File: config.mk
export PLATFORM = sky130hd
export DESIGN_NAME = i2c_bitbang_master
export DESIGN_NICKNAME = d
export VERILOG_FILES = /design/src/hw/rtl/i2cbb_pkg.sv /design/src/hw/rtl/i2c_bitbang_master.sv
export VERILOG_INCLUDE_DIRS = /design/src /design/src/hw/rtl
export SDC_FILE = /design/constraint.sdc
export NUM_CORES = 1
export LEC_CHECK = 0
export BUFFER_PORTS_ARGS = -buffer_cell sky130_fd_sc_hd__buf_2
export CAP_MARGIN = 40
export CORE_MARGIN = 5
export CORE_UTILIZATION = 59
export DETAILED_ROUTE_END_ITERATION = 8
export PLACE_DENSITY = 0.8
export SYNTH_ARGS = -nofsm -noshare
export SYNTH_HDL_FRONTEND = slang
export SYNTH_SLANG_ARGS = --single-unit
File: constraint.sdc
create_clock -name clk_i -period 8.3 [get_ports clk_i]
set_input_delay 1.245 -clock clk_i [delete_from_list [all_inputs] [get_ports clk_i]]
set_output_delay 1.245 -clock clk_i [all_outputs]
set_load 0.05 [all_outputs]
File: src/hw/rtl/assert_macros.svh
// ----------------------------------------------------------------------------
// Assertion macros
// Shared concurrent assertion helpers, clocked on clk_i, disabled in reset.
// ----------------------------------------------------------------------------
`ifndef ASSERT_MACROS_SVH
`define ASSERT_MACROS_SVH

// Property must hold at every rising edge outside reset.
`define ASSERT_AT(lbl, prop) \
  lbl: assert property (@(posedge clk_i) disable iff (!rst_ni) (prop)) \
    else $error("assertion failed");

// Condition must never be true outside reset.
`define ASSERT_NEVER(lbl, cond) `ASSERT_AT(lbl, !(cond))

`endif

File: src/hw/rtl/i2cbb_pkg.sv
// ----------------------------------------------------------------------------
// i2cbb_pkg
// Types, codes and sizing constants of the I2C bit-bang master.
// ----------------------------------------------------------------------------
package i2cbb_pkg;

  localparam int unsigned SamplesPerHalf = 5;
  localparam int unsigned FifoDepth      = 16;

  localparam int unsigned TickW = $clog2(SamplesPerHalf + 1);
  localparam int unsigned PtrW  = (FifoDepth > 1) ? $clog2(FifoDepth) : 1;
  localparam int unsigned CntW  = $clog2(FifoDepth + 1);

  typedef enum logic [1:0] {
    OP_TICK  = 2'd0,
    OP_BEGIN = 2'd1,
    OP_LOAD  = 2'd2
  } i2cbb_opcode_e;

  typedef enum logic [1:0] {
    ST_NONE   = 2'd0,
    ST_OK     = 2'd1,
    ST_NACK   = 2'd2,
    ST_REJECT = 2'd3
  } i2cbb_status_e;

  typedef enum logic [4:0] {
    PH_IDLE, PH_ST_A, PH_ST_B, PH_ST_C, PH_TX_LO, PH_TX_HI,
    PH_AK_LO, PH_AK_HI, PH_AK_END, PH_RX_HI, PH_RX_LO,
    PH_MA_A, PH_MA_B, PH_MA_C, PH_MA_D, PH_MN_A, PH_MN_B, PH_MN_C,
    PH_SP_A, PH_SP_B, PH_SP_C
  } i2cbb_phase_e;

  // Circular FIFO pointer advance.
  function automatic logic [PtrW-1:0] ptr_next(input logic [PtrW-1:0] p);
    logic [PtrW-1:0] r;
    if (p == PtrW'(FifoDepth - 1)) begin
      r = '0;
    end else begin
      r = p + PtrW'(1);
    end
    return r;
  endfunction

endpackage

File: src/hw/rtl/i2c_bitbang_master.sv
// ----------------------------------------------------------------------------
// i2c_bitbang_master
// I2C master that runs one message per begin command, paced by tick items.
// ----------------------------------------------------------------------------
// Usage:
//   Input stream (s_axis_*): tuser carries the opcode (tick, begin, load).
//   Load pushes a write byte into a 16-entry FIFO while idle. Begin starts
//   START, address byte, data bytes (write from FIFO, or read), STOP. A write
//   begin asking for more bytes than the FIFO holds is rejected. Ticks pace
//   the bus: five ticks make one half SCL period; sda_in is sampled on ticks.
//   Output stream (m_axis_*): exactly one transaction per input transaction,
//   carrying the line levels after that item, a received byte when one
//   completes, busy, and the message status (ok / NACK / rejected).
//   Result: registered, and valid in the cycle after the input is accepted.
//   Throughput: one item per cycle unless stalled; all state is updated in
//   the accepting cycle by the phase machine, the result in an output register.
//   Stall: while a result is held unread, a new item is still taken if the
//   held result leaves in the same cycle; otherwise s_axis_tready drops.
//   Reset: phase idle, FIFO empty, both lines released, no result pending.
//   FIFO contents are not cleared; only entries that were loaded are read.
// ----------------------------------------------------------------------------
module i2c_bitbang_master (
  input  logic        clk_i,
  input  logic        rst_ni,
  input  logic        s_axis_tvalid_i,
  output logic        s_axis_tready_o,
  // [6:0] dev_addr, [7] read_not_write, [15:8] msg_len, [23:16] data_byte,
  // [24] sda_in, [31:25] zero
  input  logic [31:0] s_axis_tdata_i,
  // [1:0] opcode
  input  logic [1:0]  s_axis_tuser_i,
  output logic        m_axis_tvalid_o,
  input  logic        m_axis_tready_i,
  // [0] scl_out, [1] sda_out, [2] rx_valid, [10:3] rx_byte, [11] busy_res,
  // [13:12] status, [15:14] zero
  output logic [15:0] m_axis_tdata_o
);

  // input fields
  logic [6:0] in_addr;
  logic       in_rnw;
  logic [7:0] in_len;
  logic [7:0] in_data;
  logic       in_sda;
  logic [1:0] in_opcode;

  assign in_addr   = s_axis_tdata_i[6:0];
  assign in_rnw    = s_axis_tdata_i[7];
  assign in_len    = s_axis_tdata_i[15:8];
  assign in_data   = s_axis_tdata_i[23:16];
  assign in_sda    = s_axis_tdata_i[24];
  assign in_opcode = s_axis_tuser_i;

  // state
  i2cbb_pkg::i2cbb_phase_e                phase_q, phase_d;
  logic [i2cbb_pkg::TickW-1:0]            tick_q, tick_d;
  logic [i2cbb_pkg::TickW:0]              tick_inc;
  logic [3:0]                             bit_q, bit_d, bit_inc;
  logic [7:0]                             shift_q, shift_d;
  logic [7:0]                             bytes_q, bytes_d, bytes_dec;
  logic                                   rmode_q, rmode_d;
  logic                                   ack_q, ack_d;
  logic                                   scl_q, scl_d;
  logic                                   sda_q, sda_d;
  logic [i2cbb_pkg::CntW-1:0]             cnt_q, cnt_d;
  logic [i2cbb_pkg::PtrW-1:0]             rd_q, rd_d;
  logic [i2cbb_pkg::PtrW-1:0]             wr_q, wr_d;
  logic [7:0]                             fifo_mem_q [i2cbb_pkg::FifoDepth];
  logic [7:0]                             fifo_rd_data;
  logic                                   fifo_we;

  // per-item result
  logic                                   half_end;
  logic                                   entered;
  logic                                   rx_valid;
  logic [7:0]                             rx_byte;
  i2cbb_pkg::i2cbb_status_e               status;

  // handshake
  logic                                   accept;
  logic                                   m_valid_q;
  logic [15:0]                            out_q;

  assign s_axis_tready_o = !m_valid_q || m_axis_tready_i;
  assign accept          = s_axis_tvalid_i && s_axis_tready_o;
  assign m_axis_tvalid_o = m_valid_q;
  assign m_axis_tdata_o  = out_q;

  assign tick_inc     = {1'b0, tick_q} + (i2cbb_pkg::TickW + 1)'(1);
  assign bit_inc      = bit_q + 4'd1;
  assign bytes_dec    = bytes_q - 8'd1;
  assign fifo_rd_data = fifo_mem_q[rd_q];

  // Next state: phase machine and datapath
  always_comb begin
    phase_d  = phase_q;
    tick_d   = tick_q;
    bit_d    = bit_q;
    shift_d  = shift_q;
    bytes_d  = bytes_q;
    rmode_d  = rmode_q;
    ack_d    = ack_q;
    cnt_d    = cnt_q;
    rd_d     = rd_q;
    wr_d     = wr_q;
    fifo_we  = 1'b0;
    half_end = 1'b0;
    entered  = 1'b0;
    rx_valid = 1'b0;
    rx_byte  = 8'h00;
    status   = i2cbb_pkg::ST_NONE;

    case (in_opcode)
      i2cbb_pkg::OP_TICK: begin
        if (phase_q == i2cbb_pkg::PH_AK_HI && !in_sda) begin
          ack_d    = 1'b1;
          half_end = 1'b1;
        end else if (phase_q != i2cbb_pkg::PH_IDLE) begin
          tick_d   = tick_inc[i2cbb_pkg::TickW-1:0];
          half_end = (tick_inc >= (i2cbb_pkg::TickW + 1)'(i2cbb_pkg::SamplesPerHalf));
        end
      end
      i2cbb_pkg::OP_BEGIN: begin
        if (phase_q == i2cbb_pkg::PH_IDLE) begin
          if (!in_rnw && (in_len > 8'(cnt_q))) begin
            status = i2cbb_pkg::ST_REJECT;
          end else begin
            rmode_d = in_rnw;
            bytes_d = in_len;
            shift_d = {in_addr, in_rnw};
            bit_d   = 4'd0;
            ack_d   = 1'b0;
            phase_d = i2cbb_pkg::PH_ST_A;
            entered = 1'b1;
          end
        end
      end
      i2cbb_pkg::OP_LOAD: begin
        if (phase_q == i2cbb_pkg::PH_IDLE &&
            cnt_q < i2cbb_pkg::CntW'(i2cbb_pkg::FifoDepth)) begin
          fifo_we = 1'b1;
          wr_d    = i2cbb_pkg::ptr_next(wr_q);
          cnt_d   = cnt_q + i2cbb_pkg::CntW'(1);
        end
      end
      default: ;
    endcase

    if (half_end) begin
      entered = 1'b1;
      case (phase_q)
        i2cbb_pkg::PH_ST_A: phase_d = i2cbb_pkg::PH_ST_B;
        i2cbb_pkg::PH_ST_B: phase_d = i2cbb_pkg::PH_ST_C;
        i2cbb_pkg::PH_ST_C: begin
          bit_d   = 4'd0;
          phase_d = i2cbb_pkg::PH_TX_LO;
        end
        i2cbb_pkg::PH_TX_LO: phase_d = i2cbb_pkg::PH_TX_HI;
        i2cbb_pkg::PH_TX_HI: begin
          shift_d = {shift_q[6:0], 1'b0};
          bit_d   = bit_inc;
          phase_d = (bit_inc >= 4'd8) ? i2cbb_pkg::PH_AK_LO : i2cbb_pkg::PH_TX_LO;
        end
        i2cbb_pkg::PH_AK_LO: begin
          ack_d   = 1'b0;
          phase_d = i2cbb_pkg::PH_AK_HI;
        end
        i2cbb_pkg::PH_AK_HI: phase_d = i2cbb_pkg::PH_AK_END;
        i2cbb_pkg::PH_AK_END: begin
          if (!ack_q) begin
            phase_d = i2cbb_pkg::PH_SP_A;
          end else if (rmode_q) begin
            if (bytes_q == 8'd0) begin
              phase_d = i2cbb_pkg::PH_MN_A;
            end else begin
              shift_d = 8'h00;
              bit_d   = 4'd0;
              phase_d = i2cbb_pkg::PH_RX_HI;
            end
          end else if (bytes_q == 8'd0 || cnt_q == '0) begin
            phase_d = i2cbb_pkg::PH_SP_A;
          end else begin
            // pop the next write byte
            shift_d = fifo_rd_data;
            rd_d    = i2cbb_pkg::ptr_next(rd_q);
            cnt_d   = cnt_q - i2cbb_pkg::CntW'(1);
            bytes_d = bytes_dec;
            bit_d   = 4'd0;
            phase_d = i2cbb_pkg::PH_TX_LO;
          end
        end
        i2cbb_pkg::PH_RX_HI: begin
          shift_d = {shift_q[6:0], in_sda};
          phase_d = i2cbb_pkg::PH_RX_LO;
        end
        i2cbb_pkg::PH_RX_LO: begin
          bit_d = bit_inc;
          if (bit_inc < 4'd8) begin
            phase_d = i2cbb_pkg::PH_RX_HI;
          end else begin
            rx_valid = 1'b1;
            rx_byte  = shift_q;
            if (bytes_q != 8'd0) begin
              bytes_d = bytes_dec;
            end
            // ACK while more bytes follow, else the final NACK
            if (bytes_q != 8'd0 && bytes_dec != 8'd0) begin
              phase_d = i2cbb_pkg::PH_MA_A;
            end else begin
              phase_d = i2cbb_pkg::PH_MN_A;
            end
          end
        end
        i2cbb_pkg::PH_MA_A: phase_d = i2cbb_pkg::PH_MA_B;
        i2cbb_pkg::PH_MA_B: phase_d = i2cbb_pkg::PH_MA_C;
        i2cbb_pkg::PH_MA_C: phase_d = i2cbb_pkg::PH_MA_D;
        i2cbb_pkg::PH_MA_D: begin
          shift_d = 8'h00;
          bit_d   = 4'd0;
          phase_d = i2cbb_pkg::PH_RX_HI;
        end
        i2cbb_pkg::PH_MN_A: phase_d = i2cbb_pkg::PH_MN_B;
        i2cbb_pkg::PH_MN_B: phase_d = i2cbb_pkg::PH_MN_C;
        i2cbb_pkg::PH_MN_C: phase_d = i2cbb_pkg::PH_SP_A;
        i2cbb_pkg::PH_SP_A: phase_d = i2cbb_pkg::PH_SP_B;
        i2cbb_pkg::PH_SP_B: phase_d = i2cbb_pkg::PH_SP_C;
        i2cbb_pkg::PH_SP_C: begin
          status  = ack_q ? i2cbb_pkg::ST_OK : i2cbb_pkg::ST_NACK;
          phase_d = i2cbb_pkg::PH_IDLE;
        end
        default: phase_d = i2cbb_pkg::PH_IDLE;
      endcase
    end

    if (entered) begin
      tick_d = '0;
    end
  end

  // Outputs: line levels set on entry to a phase
  always_comb begin
    scl_d = scl_q;
    sda_d = sda_q;
    if (entered) begin
      case (phase_d)
        i2cbb_pkg::PH_ST_A:   begin sda_d = 1'b1; scl_d = 1'b1; end
        i2cbb_pkg::PH_ST_B:   sda_d = 1'b0;
        i2cbb_pkg::PH_ST_C:   scl_d = 1'b0;
        i2cbb_pkg::PH_TX_LO:  begin sda_d = shift_d[7]; scl_d = 1'b0; end
        i2cbb_pkg::PH_TX_HI:  scl_d = 1'b1;
        i2cbb_pkg::PH_AK_LO:  begin sda_d = 1'b1; scl_d = 1'b0; end
        i2cbb_pkg::PH_AK_HI:  scl_d = 1'b1;
        i2cbb_pkg::PH_AK_END: scl_d = 1'b0;
        i2cbb_pkg::PH_RX_HI:  begin sda_d = 1'b1; scl_d = 1'b1; end
        i2cbb_pkg::PH_RX_LO:  scl_d = 1'b0;
        i2cbb_pkg::PH_MA_A:   sda_d = 1'b0;
        i2cbb_pkg::PH_MA_B:   scl_d = 1'b1;
        i2cbb_pkg::PH_MA_C:   scl_d = 1'b0;
        i2cbb_pkg::PH_MA_D:   sda_d = 1'b1;
        i2cbb_pkg::PH_MN_A:   sda_d = 1'b1;
        i2cbb_pkg::PH_MN_B:   scl_d = 1'b1;
        i2cbb_pkg::PH_MN_C:   scl_d = 1'b0;
        i2cbb_pkg::PH_SP_A:   sda_d = 1'b0;
        i2cbb_pkg::PH_SP_B:   scl_d = 1'b1;
        i2cbb_pkg::PH_SP_C:   sda_d = 1'b1;
        default:              begin sda_d = 1'b1; scl_d = 1'b1; end
      endcase
    end
  end

  always_ff @(posedge clk_i or negedge rst_ni) begin
    if (!rst_ni) begin
      phase_q <= i2cbb_pkg::PH_IDLE;
      tick_q  <= '0;
      bit_q   <= 4'd0;
      shift_q <= 8'h00;
      bytes_q <= 8'h00;
      rmode_q <= 1'b0;
      ack_q   <= 1'b0;
      scl_q   <= 1'b1;
      sda_q   <= 1'b1;
      cnt_q   <= '0;
      rd_q    <= '0;
      wr_q    <= '0;
    end else if (accept) begin
      phase_q <= phase_d;
      tick_q  <= tick_d;
      bit_q   <= bit_d;
      shift_q <= shift_d;
      bytes_q <= bytes_d;
      rmode_q <= rmode_d;
      ack_q   <= ack_d;
      scl_q   <= scl_d;
      sda_q   <= sda_d;
      cnt_q   <= cnt_d;
      rd_q    <= rd_d;
      wr_q    <= wr_d;
    end
  end

  always_ff @(posedge clk_i) begin
    if (accept && fifo_we) begin
      fifo_mem_q[wr_q] <= in_data;
    end
  end

  always_ff @(posedge clk_i or negedge rst_ni) begin
    if (!rst_ni) begin
      m_valid_q <= 1'b0;
    end else if (accept) begin
      m_valid_q <= 1'b1;
    end else if (m_axis_tready_i) begin
      m_valid_q <= 1'b0;
    end
  end

  always_ff @(posedge clk_i) begin
    if (accept) begin
      out_q <= {2'b00, status, (phase_d != i2cbb_pkg::PH_IDLE), rx_byte, rx_valid,
                sda_d, scl_d};
    end
  end

  `include "assert_macros.svh"

  `ASSERT_NEVER(a_fifo_overfill, cnt_q > i2cbb_pkg::CntW'(i2cbb_pkg::FifoDepth))
  `ASSERT_AT(a_idle_released, (phase_q == i2cbb_pkg::PH_IDLE) |-> (scl_q && sda_q))
  `ASSERT_AT(a_hold_without_item, !accept |=> $stable(phase_q) && $stable(cnt_q))
  `ASSERT_AT(a_result_follows, accept |=> m_valid_q)
  `ASSERT_AT(a_busy_matches_phase,
             accept |=> (out_q[11] == (phase_q != i2cbb_pkg::PH_IDLE)))

endmodule

---- Yosys cells after proc, flatten, opt, wreduce, memory -nomap -nowiden ----
Memory sizes are Yosys's and may differ from the RTL's.
Cells that the tools add are included.
operators by class
  muxes and demuxes ....................... 83
  bitwise operators ....................... 5
  reduce and logical (&&, ||, !) cells .... 34
  magnitude comparators ................... 5
  add/subtract/negate cells ............... 7
  equality and inequality tests ........... 43
operators by type and width
  operator                                                                count
  8-bit 2-to-1 mux                                                        17
  5-bit one-hot mux with 19 select lines                                  1
  5-bit by 4-bit equality test with 1-bit output (second input constant)  15
  5-bit 2-to-1 mux                                                        14
  5-bit equality test (second input constant)                             10
  5-bit by 3-bit equality test with 1-bit output (second input constant)  8
  4-bit 2-to-1 mux                                                        10
  8-bit one-hot mux with 4 select lines                                   1
  1-bit 2-to-1 mux                                                        21
  3-bit 2-to-1 mux                                                        7
  5-bit by 2-bit equality test with 1-bit output (second input constant)  4
  8-bit one-hot mux with 2 select lines                                   1
  8-bit nonzero test                                                      2
  2-bit 2-to-1 mux                                                        7
  4-bit by 1-bit adder with 4-bit output (second input constant)          3
  4-bit one-hot mux with 3 select lines                                   1
  5-bit logical NOT                                                       2
  5-bit nonzero test                                                      2
  10-bit OR reduction                                                     1
  4-bit equality test (second input constant)                             2
  8-bit by 5-bit greater-than comparator with 1-bit output                1
  8-bit logical NOT                                                       1
  4-bit AND reduction                                                     2
  8-bit by 1-bit subtractor with 8-bit output (second input constant)     1
  26 further kinds                                                        43
storage, ports and cells
  bits in writable memories ............... 128
  output and inout bits ................... 18
  memories kept ........................... 1
  bits of input ports ..................... 38
  flip-flop bits (word level) ............. 60
  word-level logic and storage cells ...... 194
memories
  memory      words  bits a word  rd ports  clocked after Yosys merged registers in  wr ports  line                      source
  fifo_mem_q  16     8            1         0                                        1         i2c_bitbang_master.sv:68  logic [7:0] fifo_mem_q [i2cbb_pkg::FifoDepth];

---- Longest topological paths before layout ----
Gate-level depths: netlist of the first run.
  word-level depth ........................ 12
  mapped depth ............................ 14
  depth with buffers taken out ............ 11

---- Least setup slack after synthesis of the first run ----
No wires, ideal clock.
  path type ............................... input -> register
  from .................................... input port m_axis_tready_i
  to ...................................... register sda_q
  data arrival time ....................... 3.197 ns
  slack ................................... 5.023 ns
  path buffers ............................ 2
  data required time ...................... 8.220 ns
  library setup time ...................... 0.080 ns
  cell stages on the path ................. 7
  cell sequence ........................... nand2b_1 -> nand2_1 -> inv_1 -> clkbuf_1 -> clkbuf_1 -> nand4_1 -> o2bb2ai_1
on the way
  word-level cells in the longest chain between the ends .. 2
ends and longest elaborated chain
  element               line                       source
  start, declared       i2c_bitbang_master.sv:33   input logic m_axis_tready_i,
  1-bit logical OR      i2c_bitbang_master.sv:84   assign s_axis_tready_o = !m_valid_q || m_axis_tready_i;
  1-bit logical AND     i2c_bitbang_master.sv:85   assign accept = s_axis_tvalid_i && s_axis_tready_o;
  via accept            i2c_bitbang_master.sv:80   logic accept;
  end signal, assigned  i2c_bitbang_master.sv:281  sda_q <= 1'b1;
  end signal, assigned  i2c_bitbang_master.sv:294  sda_q <= sda_d;
  end, declared         i2c_bitbang_master.sv:64   logic sda_q, sda_d;
The timed path passes the listed nets, and every way through them passes these cells.
A chain may end at the register's enable or synchronous reset.

---- Final worst setup path of the first run ----
  from .................................... input port s_axis_tdata_i[12]
  to ...................................... register out_q[1] (netlist: m_axis_tdata_o[1]) (data pin)
on the way
  word-level cells in the longest chain between the ends .. 12
  elaborated cells between the ends (all ways) .. 37
  those cells by class .................... order compare (1); eq/ne (14); mux (19); reduce/logical (3)
ends and longest elaborated chain
  element                                                     line                                                  source
  start, declared                                             i2c_bitbang_master.sv:29                              input logic [31:0] s_axis_tdata_i,
  8-bit by 5-bit greater-than comparator with 1-bit output *  i2c_bitbang_master.sv:125                             if (!in_rnw && (in_len > 8'(cnt_q))) begin
  1-bit logical AND *                                         i2c_bitbang_master.sv:125
  8-bit 2-to-1 mux                                            i2c_bitbang_master.sv:125
  8-bit 2-to-1 mux                                            i2c_bitbang_master.sv:124                             if (phase_q == i2cbb_pkg::PH_IDLE) begin
  8-bit 2-to-1 mux                                            i2c_bitbang_master.sv:113                             case (in_opcode)
  8-bit 2-to-1 mux (on tied branches)                         i2c_bitbang_master.sv:180, i2c_bitbang_master.sv:173
  8-bit 2-to-1 mux                                            i2c_bitbang_master.sv:172                             end else if (rmode_q) begin
  8-bit 2-to-1 mux                                            i2c_bitbang_master.sv:170                             if (!ack_q) begin
  8-bit one-hot mux with 4 select lines                       i2c_bitbang_master.sv:151                             case (phase_q)
  8-bit 2-to-1 mux                                            i2c_bitbang_master.sv:149                             if (half_end) begin
  1-bit one-hot mux with 3 select lines                       i2c_bitbang_master.sv:245                             case (phase_d)
  1-bit 2-to-1 mux *                                          i2c_bitbang_master.sv:244                             if (entered) begin
  via sda_d                                                   i2c_bitbang_master.sv:64
  end signal, assigned                                        i2c_bitbang_master.sv:319                             out_q <= {2'b00, status, (phase_d != i2cbb_pkg::PH_IDLE), rx_byte, rx_valid,
  end, declared                                               i2c_bitbang_master.sv:82                              logic [15:0] out_q;
The timed path passes the listed nets; every way through them passes the cells marked *.

==> impl_metrics.yaml, run 1 <==
status:
  status: "complete, no violations"
min_path:
  whs_endpoint: "sda_q"
  holdPathStages: 1
  holdCritStartpoint: "sda_q"
  hold_class: "reg2reg"
timing:
  rsz0062_at_grt: "no"
  drv_slew: 0
  finalHoldViolCount: 0
  setup-tns-final_ns: 0
  setup_viol: 0
  min_period_ns: 4.10
  relSlewSlack_pct: 39.3
  min_period_over_period_pct: 49.4
  fmax_ghz: 0.244
  final.setup.worst_slack_ns: 4.20
  skew_ns: 0.00894
  tightest_slew_ns: 0.910
grt:
  grt_pass1_vias: 6144
  antenna_found_initial: 0
  grt_first_pass_wirelength_um: 33400
  grt_max_degree: 39
  grt_overflow: 0
  grt_use_total_pct: 24.0
logic_synthesis:
  yosysSeqAreaShare_pct: 58.8
  synth_area_leaders: "edfxtp_1 46%, dfrtp_1 12%, mux4_2 9.5%"
  synth_ff_type: "edfxtp_1"
  synth_seq_cells: 188
  syn_area_mm2: 0.00921
  synth_commonest_cells: "142 x edfxtp_1, 58 x nand2_1, 44 x dfrtp_1"
  ys_async_sr_fraction_pct: 24.5
  synth_top_area_share_pct: 46.3
  postSynthAreaPerCell_um2: 13.0
  synth_warnings: 0
  syn_inst: 706
  synth-edff-count: 142
  yosys.area.top_type: "edfxtp_1"
  post-synth-top-count-cell: "edfxtp_1"
  synth_cell_type_count: 81
placed_design:
  placed_area_mm2: 0.00960
  finalWeightedCongestion: 0.887
  hpwl_um: 14000
  pre_cts_slack_ns: 3.86
  io_buffers: 46
cells_and_area:
  fillers: 1065
  area_delta_synth_final_pct: 10.4
  fin_nets: 797
  multi_input_area_mm2: 0.00354
  finalInstanceArea_mm2: 0.0102
  diodes: 0
  regArea_mm2: 0.00542
  layout-drive-gt1-share_pct: 19.9
critical_path:
  cp.required_ns: 8.48
  crit_path_max_incr_delay_ns: 0.84
  start_kind: "input port"
  path_cells: "buf_2 -> ha_1 -> a21oi_1 -> nand2_1 -> o211ai_1 -> and2_1 -> o221ai_1 -> a31oi_1 -> nor3_1 -> o21ai_1 -> o2bb2ai_1"
  r2r_cells: 11
  regToRegEndpoint: "m_axis_tdata_o[1]"
  cp-end-kind: "flop"
  arrival_ns: 4.27
  worst-path-max-fanout: 23
  rr_startpoint: "cnt_q[2]"
  slowest_stage: "and2_1"
  path_class: "in2reg"
  r2r_slack_ns: 4.60
floorplanning:
  die_x_um: 135
  initial_core_util_pct: 60.4
  rows: 45
  core_area_mm2: 0.0153
  dieArea_mm2: 0.0182
  die_h_um: 135
  ioPinCount: 56
routing:
  routedWlPerCell_um: 21.5
  drc: 0
  wl_um: 20700
  firstDrtPassIters: 6
  ant_nets: 0
  vias: 6097
  drtIter0Drc: 560
  via_per_inst: 6.32
clocking:
  cts-root-buf: "clkbuf_16"
  clockBufferDepth: 2
  htreeDepth: 4
  clkTransAtPathRegs_ns: 0.07
  cts_buffers: 17
  post_cts_resize_count: 0
  clock_sinks: 188
  cts_setup_buffers: 0
  hold_buffers: 0
  clk-insertion-delay-late_ns: 0.43
  cts_tree: "yes"
run:
  drv_cap: 0
pwr:
  power.leakage_nw: 3.59
  powerDensity_mw_per_mm2: 234
  ir_drop_v: 0.000156
  p_total_mw: 2.38
[registers in the layout, summed over array words and instances, names as in the netlist, 5 cells and up]
| register | cells |
|---|---|
| fifo_mem_q | 128 |
| m_axis_tdata_o | 14 |
| bytes_q | 8 |
| shift_q | 8 |
| cnt_q | 5 |
| phase_q | 5 |
[critical path: cells and delay by family]
family          cells  cell delay (ns)
simple gates        3             0.98
fa+ha+maj           1             0.33
compound gates      6             1.60
buf+inv             1             0.12
[stage by stage]
stage / hold WS, ns / std cells / util [%]
CTS: 0.491 / 965 / 66.7
detailed placement: 0.477 / 933 / 62.9
global placement: 0.466 / 932 / 62.8
finish: 0.489 / 965 / 66.7
floorplan: 0.450 / 707 / -
global route: 0.509 / 965 / 66.7
[how the worst max path moves through the flow]
stage	from	endpoint	slack (ns)
final	s_axis_tdata_i[12]	m_axis_tdata_o[1]	4.20
after global routing	s_axis_tdata_i[12]	m_axis_tdata_o[1]	4.05
after CTS	s_axis_tdata_i[12]	m_axis_tdata_o[1]	4.34
after detailed placement	s_axis_tdata_i[10]	m_axis_tdata_o[1]	3.86
after global placement	s_axis_tdata_i[12]	m_axis_tdata_o[1]	3.92
after floorplan	m_axis_tready_i	sda_q	5.02
[kinds of logic (layout without fill, tap and decap cells)]
| kind of cell | Yosys count | count (layout) | synth area share (%) |
|---|---|---|---|
| buf+inv | 59 | 106 | 2.78 |
| compound gates | 173 | 173 | 12.3 |
| xor+xnor | 9 | 9 | 0.937 |
| flops | 188 | 188 | 58.8 |
| other cells | 1 | 2 | 0.0407 |
| mux | 43 | 43 | 10.0 |
| fa+ha+maj | 18 | 18 | 2.44 |
| simple gates | 215 | 215 | 12.6 |
[metal layers]
layer  wire, um  vias to the layer above  global-route usage, %
met5          0                        -                      0
met4        408                        0                   7.11
met3        999                       29                   4.73
met2      10900                      182                   41.2
met1       8460                     3083                   31.2
li1           -                     2803                      -
[layout make-up]
cell class | instances | area share, %
Clock inverter | 14 | 1.43
Inverter | 21 | 0.775
Tap cell | 211 | 2.60
Clock buffer | 18 | 4.22
Timing Repair Buffer | 53 | 2.90
Multi-Input combinational cell | 460 | 34.8
Sequential cell | 188 | 53.3
[power by group]
| part | leakage, nW | switching [mW] | internal [mW] |
|---|---|---|---|
| clock | 0.283 | 0.384 | 0.402 |
| combinational | 1.42 | 0.243 | 0.153 |
| sequential | 1.88 | 0.105 | 1.09 |
[layout by cell type (no fill, tap or decap), types with 10 or more instances in the layout]
master     instances
edfxtp_1         142
nand2_1           58
buf_2             46
o21ai_0           43
dfrtp_1           43
mux4_2            39
nor2_1            34
a21oi_1           32
and2_1            27
inv_1             21
nand3_1           20
o21ai_1           18
ha_1              18
clkbuf_16         17
nor3_1            13
nand2b_1          10
Power figures use the tool's default switching activity.
==> inputs of run 2 (changes only) <==
--- a/config.mk
+++ b/config.mk
@@ -9,9 +9,9 @@
 export BUFFER_PORTS_ARGS = -buffer_cell sky130_fd_sc_hd__buf_2
 export CAP_MARGIN = 40
 export CORE_MARGIN = 5
-export CORE_UTILIZATION = 59
+export CORE_UTILIZATION = 55
 export DETAILED_ROUTE_END_ITERATION = 8
-export PLACE_DENSITY = 0.8
+export PLACE_DENSITY = 0.78
 export SYNTH_ARGS = -nofsm -noshare
 export SYNTH_HDL_FRONTEND = slang
 export SYNTH_SLANG_ARGS = --single-unit
==> constraint.sdc (replaced) <==
create_clock -name clk_i -period 3.6 [get_ports clk_i]
set_input_delay 0.54 -clock clk_i [delete_from_list [all_inputs] [get_ports clk_i]]
set_output_delay 0.54 -clock clk_i [all_outputs]
set_load 0.05 [all_outputs]
==> impl_metrics.yaml, run 2 (synthesis gave the netlist of run 1 again) <==
cells_and_area:
  largest_register_ffs: 128
  regArea_mm2: 0.00542
  max_flop_register: "fifo_mem_q"
  finalInstanceArea_mm2: 0.0103
  diodes: 0
  multi_input_area_mm2: 0.00354
  fillers: 1179
  fin_nets: 805
  layout-drive-gt1-share_pct: 21.1
  area_delta_synth_final_pct: 11.3
  layout_commonest_cell: "edfxtp_1"
  layout_common_cells: "142 x edfxtp_1, 58 x nand2_1, 46 x buf_2, 43 x o21ai_0, 43 x dfrtp_1"
critical_path:
  rr_startpoint: "bytes_q[0]"
  worst-path-max-fanout: 11
  slowest_stage: "dfrtp_1"
  cp.required_ns: 3.76
  arrival_ns: 3.59
  start_kind: "flop"
  cpMostUsedCell: "o21ai_1"
  cp-end-kind: "flop"
  path_class: "reg2reg"
  r2r_cells: 11
  regToRegEndpoint: "m_axis_tdata_o[0]"
  crit_path_max_incr_delay_ns: 0.55
  r2r_slack_ns: 0.17
  path_cells: "inv_1 -> ha_1 -> or4b_1 -> o21ai_1 -> o21ai_1 -> a311oi_2 -> a21oi_1 -> a2bb2oi_1 -> o22ai_1 -> nor3_1 -> o21ai_0"
floorplanning:
  rows: 47
  ioPinCount: 56
  die_h_um: 139
  core_area_mm2: 0.0165
  initial_core_util_pct: 55.8
  dieArea_mm2: 0.0194
  die_x_um: 139
timing:
  setup_viol: 0
  skew_ns: 0.00988
  tightest_slew_ns: 0.815
  fmax_ghz: 0.292
  min_period_over_period_pct: 95.3
  min_period_ns: 3.43
  finalHoldViolCount: 0
  final.setup.worst_slack_ns: 0.170
  whs_ns: 0.197
  rsz0062_at_grt: "no"
  setup-tns-final_ns: 0
  drv_slew: 0
  relSlewSlack_pct: 45.7
placed_design:
  hpwl_um: 14500
  pre_cts_slack_ns: 0.301
  io_buffers: 46
  finalWeightedCongestion: 0.888
  placed_area_mm2: 0.00966
min_path:
  hold_class: "in2async"
pwr:
  p_comb_share_pct: 16.7
  ir_drop_v: 0.000373
  power.leakage_nw: 3.63
  p_total_mw: 5.54
  powerDensity_mw_per_mm2: 541
  p_switching_mw: 1.72
  pwr-share-clk_pct: 33.6
  seq_power_share_pct: 49.7
  power.share.switching_pct: 31.0
  internal_power_mw: 3.82
grt:
  grt_max_degree: 37
  grt_pass1_vias: 6163
  grt_first_pass_wirelength_um: 33600
  grt_use_total_pct: 21.9
  antenna_found_initial: 0
  grt_overflow: 0
routing:
  wl_um: 20800
  via_per_inst: 6.28
  vias: 6166
  drtIter0Drc: 755
  firstDrtPassIters: 6
  ant_nets: 0
  drc: 0
  routedWlPerCell_um: 21.2
clocking:
  cts_tree: "yes"
  htreeDepth: 4
  clk-insertion-delay-late_ns: 0.43
  cts_buffers: 17
  cts-root-buf: "clkbuf_16"
  clock_sinks: 188
  cts_setup_buffers: 0
  clockBufferDepth: 2
  clkTransAtPathRegs_ns: 0.08
status:
  status: "complete, no violations"
run:
  drv_cap: 0
==> run 2: cell count changes in the layout (fill, tap and decap cells not counted), moves of 2 or more <==
cell,change
and2_1,-2
and2_2,+2
buf_4,+9
clkinv_4,-2
clkinv_8,+2
inv_6,-2
==> run 2: power by group through the flow <==
stage / registers, mW / logic (mW) / clock network, mW
2_1_floorplan: 2.73 / 0.710 / 0
3_3_place_gp: 2.78 / 0.872 / 0
3_5_place_dp: 2.79 / 0.912 / 0
4_1_cts: 2.75 / 0.922 / 1.89
5_1_grt: 2.78 / 1.04 / 1.98
6_report: 2.75 / 0.924 / 1.87
==> run 2: layer usage <==
layer / share of wire [%] / track usage, % / wire length, um / vias up
li1: - / - / - / 2820
met1: 41 / 28.3 / 8430 / 3092
met2: 52 / 38.3 / 10900 / 231
met3: 5.9 / 3.98 / 1220 / 23
met4: 1.1 / 5.56 / 236 / 0
met5: 0 / 0 / 0 / -
==> run 2: metrics by stage <==
stage	utilization [%]	instances
2_1_floorplan	-	707
3_3_place_gp	58.4	950
3_5_place_dp	58.4	950
4_1_cts	62.1	982
5_1_grt	62.1	982
6_report	62.1	982
==> run 2: critical path, delay by kind of cell (launching register included) <==
kind / cells / cell delay [ns]
AO/OA/AOI/OAI: 7 / 1.62
adder cells (fa/ha/maj): 1 / 0.33
buffers and inverters: 1 / 0.09
flip-flops: 1 / 0.55
AND/OR/NAND/NOR: 2 / 0.57
==> run 2: what timing repair did <==
action	in CTS	in global routing
gates resized for setup	0	2
hold buffers	0	0
endpoints found under the setup margin	0	14
==> run 2: worst max path at each step <==
| stage | cells after the start | slack, ns | from | end |
|---|---|---|---|---|
| finish | 11 | 0.17 | bytes_q[0] | m_axis_tdata_o[0] |
| global route | 8 | 0.009 | phase_q[1] | fifo_mem_q[5][0] |
| CTS | 11 | 0.29 | bytes_q[0] | m_axis_tdata_o[0] |
| detailed placement | 11 | 0.30 | bytes_q[0] | m_axis_tdata_o[0] |
| global placement | 9 | 0.45 | phase_q[0] | m_axis_tdata_o[0] |
| floorplan | 13 | 0.78 | bytes_q[0] | m_axis_tdata_o[1] |
==> run 2: layout make-up <==
class	instances	area share (%)
Clock inverter	15	1.67
Clock buffer	17	4.15
Inverter	21	0.768
Tap cell	220	2.68
Timing Repair Buffer	61	3.34
Multi-Input combinational cell	460	34.6
Sequential cell	188	52.8
==> inputs of run 3 (changes only) <==
--- a/config.mk
+++ b/config.mk
@@ -6,12 +6,13 @@
 export SDC_FILE = /design/constraint.sdc
 export NUM_CORES = 1
 export LEC_CHECK = 0
+export ABC_AREA = 1
 export BUFFER_PORTS_ARGS = -buffer_cell sky130_fd_sc_hd__buf_2
 export CAP_MARGIN = 40
 export CORE_MARGIN = 5
-export CORE_UTILIZATION = 55
+export CORE_UTILIZATION = 45
 export DETAILED_ROUTE_END_ITERATION = 8
-export PLACE_DENSITY = 0.78
+export PLACE_DENSITY = 0.66
 export SYNTH_ARGS = -nofsm -noshare
 export SYNTH_HDL_FRONTEND = slang
 export SYNTH_SLANG_ARGS = --single-unit
==> impl_metrics.yaml, run 3 <==
placed_design:
  hpwl_um: 15400
  finalWeightedCongestion: 0.909
  io_buffers: 46
  dp.cells: 1263
  placed_area_mm2: 0.00995
cells_and_area:
  multi_input_area_mm2: 0.00345
  regArea_mm2: 0.00542
  max_flop_register: "fifo_mem_q"
  layout_commonest_cell: "nand2_1"
  fillers: 1871
  layout-drive-gt1-share_pct: 14.6
  diodes: 0
  area_delta_synth_final_pct: 12.3
  finalInstanceArea_mm2: 0.0105
  final_cells: 1295
  fin_nets: 1068
  layout_common_cells: "201 x nand2_1, 142 x edfxtp_1, 86 x nor2_1, 81 x inv_1"
  largest_register_ffs: 128
logic_synthesis:
  synth_seq_cells: 188
  synth_warnings: 0
  yosys.area.top_type: "edfxtp_1"
  synth_cell_type_count: 49
  ys_async_sr_fraction_pct: 24.5
  syn_inst: 961
  yosysSeqAreaShare_pct: 57.8
  synth-edff-count: 142
  post-synth-top-count-cell: "nand2_1"
  synth_commonest_cells: "201 x nand2_1, 142 x edfxtp_1, 86 x nor2_1"
  synth_ff_type: "edfxtp_1"
  postSynthAreaPerCell_um2: 9.76
  synth_top_area_share_pct: 45.5
  synth_area_leaders: "edfxtp_1 45%, dfrtp_1 12%, nand2_1 8.0%"
  syn_area_mm2: 0.00938
critical_path:
  start_kind: "flop"
  arrival_ns: 3.10
  path_class: "reg2reg"
  cp-end-kind: "flop"
  cpMostUsedCell: "nor2_1"
  r2r_slack_ns: 0.57
  slowest_stage: "nor2_1"
  path_cells: "nor2_2 -> nand3_2 -> nor2_1 -> nand2_1 -> nor2_1 -> nand2_1 -> nor2_1"
  worst-path-max-fanout: 9
  cp.required_ns: 3.66
  crit_path_max_incr_delay_ns: 0.71
floorplanning:
  rows: 52
  initial_core_util_pct: 46.0
  die_h_um: 154
  core_area_mm2: 0.0204
  ioPinCount: 56
  dieArea_mm2: 0.0238
  die_x_um: 154
clocking:
  cts-root-buf: "clkbuf_16"
  cts_setup_buffers: 0
  cts_tree: "yes"
  post_cts_resize_count: 0
  cts_buffers: 17
  clockBufferDepth: 2
  hold_buffers: 0
  htreeDepth: 4
  clock_sinks: 188
  clkTransAtPathRegs_ns: 0.07
  clk-insertion-delay-late_ns: 0.44
grt:
  grt_overflow: 0
  grt_first_pass_wirelength_um: 35500
  antenna_found_initial: 0
  grt_max_degree: 35
  grt_pass1_vias: 6651
  grt_use_total_pct: 19.0
min_path:
  hold_class: "in2async"
timing:
  skew_ns: 0.0149
  finalHoldViolCount: 0
  fmax_ghz: 0.330
  min_period_ns: 3.03
  min_period_over_period_pct: 84.3
  setup-tns-final_ns: 0
  drv_slew: 0
  setup_viol: 0
  rsz0062_at_grt: "no"
  relSlewSlack_pct: 43.4
  tightest_slew_ns: 0.845
routing:
  routedWlPerCell_um: 17.3
  wl_um: 22400
  ant_nets: 0
  drtIter0Drc: 496
  firstDrtPassIters: 6
  vias: 6991
  via_per_inst: 5.40
  drc: 0
pwr:
  powerDensity_mw_per_mm2: 620
  ir_drop_v: 0.000388
  power.leakage_nw: 4.19
status:
  status: "complete, no violations"
run:
  drv_cap: 0
## run 3: changes by cell type after synthesis, sizes merged, moves of 30 or more
cell / change
mux4: -39
nand3: +41
nand2: +156
a21oi: +30
nor2: +69
inv: +69
## run 3: layout make-up
| class | instances | share of cell area (%) |
|---|---|---|
| flip-flops and latches | 188 | 51.5 |
| multi-input cells | 648 | 32.8 |
| clock buffers | 17 | 4.04 |
| repair buffers | 66 | 3.73 |
| inverters | 91 | 3.32 |
| well taps | 270 | 3.21 |
| clock inverters | 15 | 1.49 |
## run 3: cell families (layout without fill, tap and decap cells)
logic type / count (synthesis) / after routing / share of synthesized area (%)
muxes: 1 / 1 / 0.107
and+or+nand+nor: 410 / 410 / 19.9
other: 1 / 2 / 0.0400
adders and majority gates: 18 / 18 / 2.40
buffers and inverters: 126 / 189 / 5.50
DFF: 188 / 188 / 57.8
xor gates and xnor gates: 11 / 11 / 1.03
AOI/OAI and AO/OA: 206 / 206 / 13.3
## run 3: path summary, 6_finish.rpt
check                           startpoint               end  depth (start not counted)
max                             phase_q[2]  fifo_mem_q[6][3]                          7
min                                 rst_ni           wr_q[2]                          2
max reg2reg                     phase_q[2]  fifo_mem_q[6][3]                          7
min reg2reg                          sda_q             sda_q                          2
max in group asynchronous           rst_ni             sda_q                          3
min in group clk_i         m_axis_tready_i   m_axis_tvalid_o                          4
## run 3: through the flow
stage | util, % | setup slack [ns] | power, mW | hold WS (ns)
floorplan | - | 0.710 | 4.24 | 0.244
global placement | 48.7 | 0.580 | 4.66 | 0.466
detailed placement | 48.8 | 0.519 | 4.69 | 0.475
CTS | 51.7 | 0.569 | 6.55 | 0.0814
global route | 51.7 | 0.327 | 6.93 | 0.0748
finish | 51.7 | 0.566 | 6.53 | 0.0679
## run 3: metal layers
metal	part of all wire (%)	vias to the layer above	routed length, um	GRT usage, %
met2	50	159	11200	32.9
met4	1.5	0	346	5.47
li1	-	3460	-	-
met3	4.4	29	987	3.55
met1	44	3343	9830	24.6
met5	0	-	0	0
## run 3: power by group
group,internal (mW),switching (mW),total (mW)
combinational,0.603,1.31,1.91
sequential,2.55,0.197,2.75
clock,0.978,0.890,1.87
## run 3: critical path: cells and delay by family, from the launching register on
family / cells / cell delay (ns)
and+or+nand+nor: 7 / 2.18
DFF: 1 / 0.48
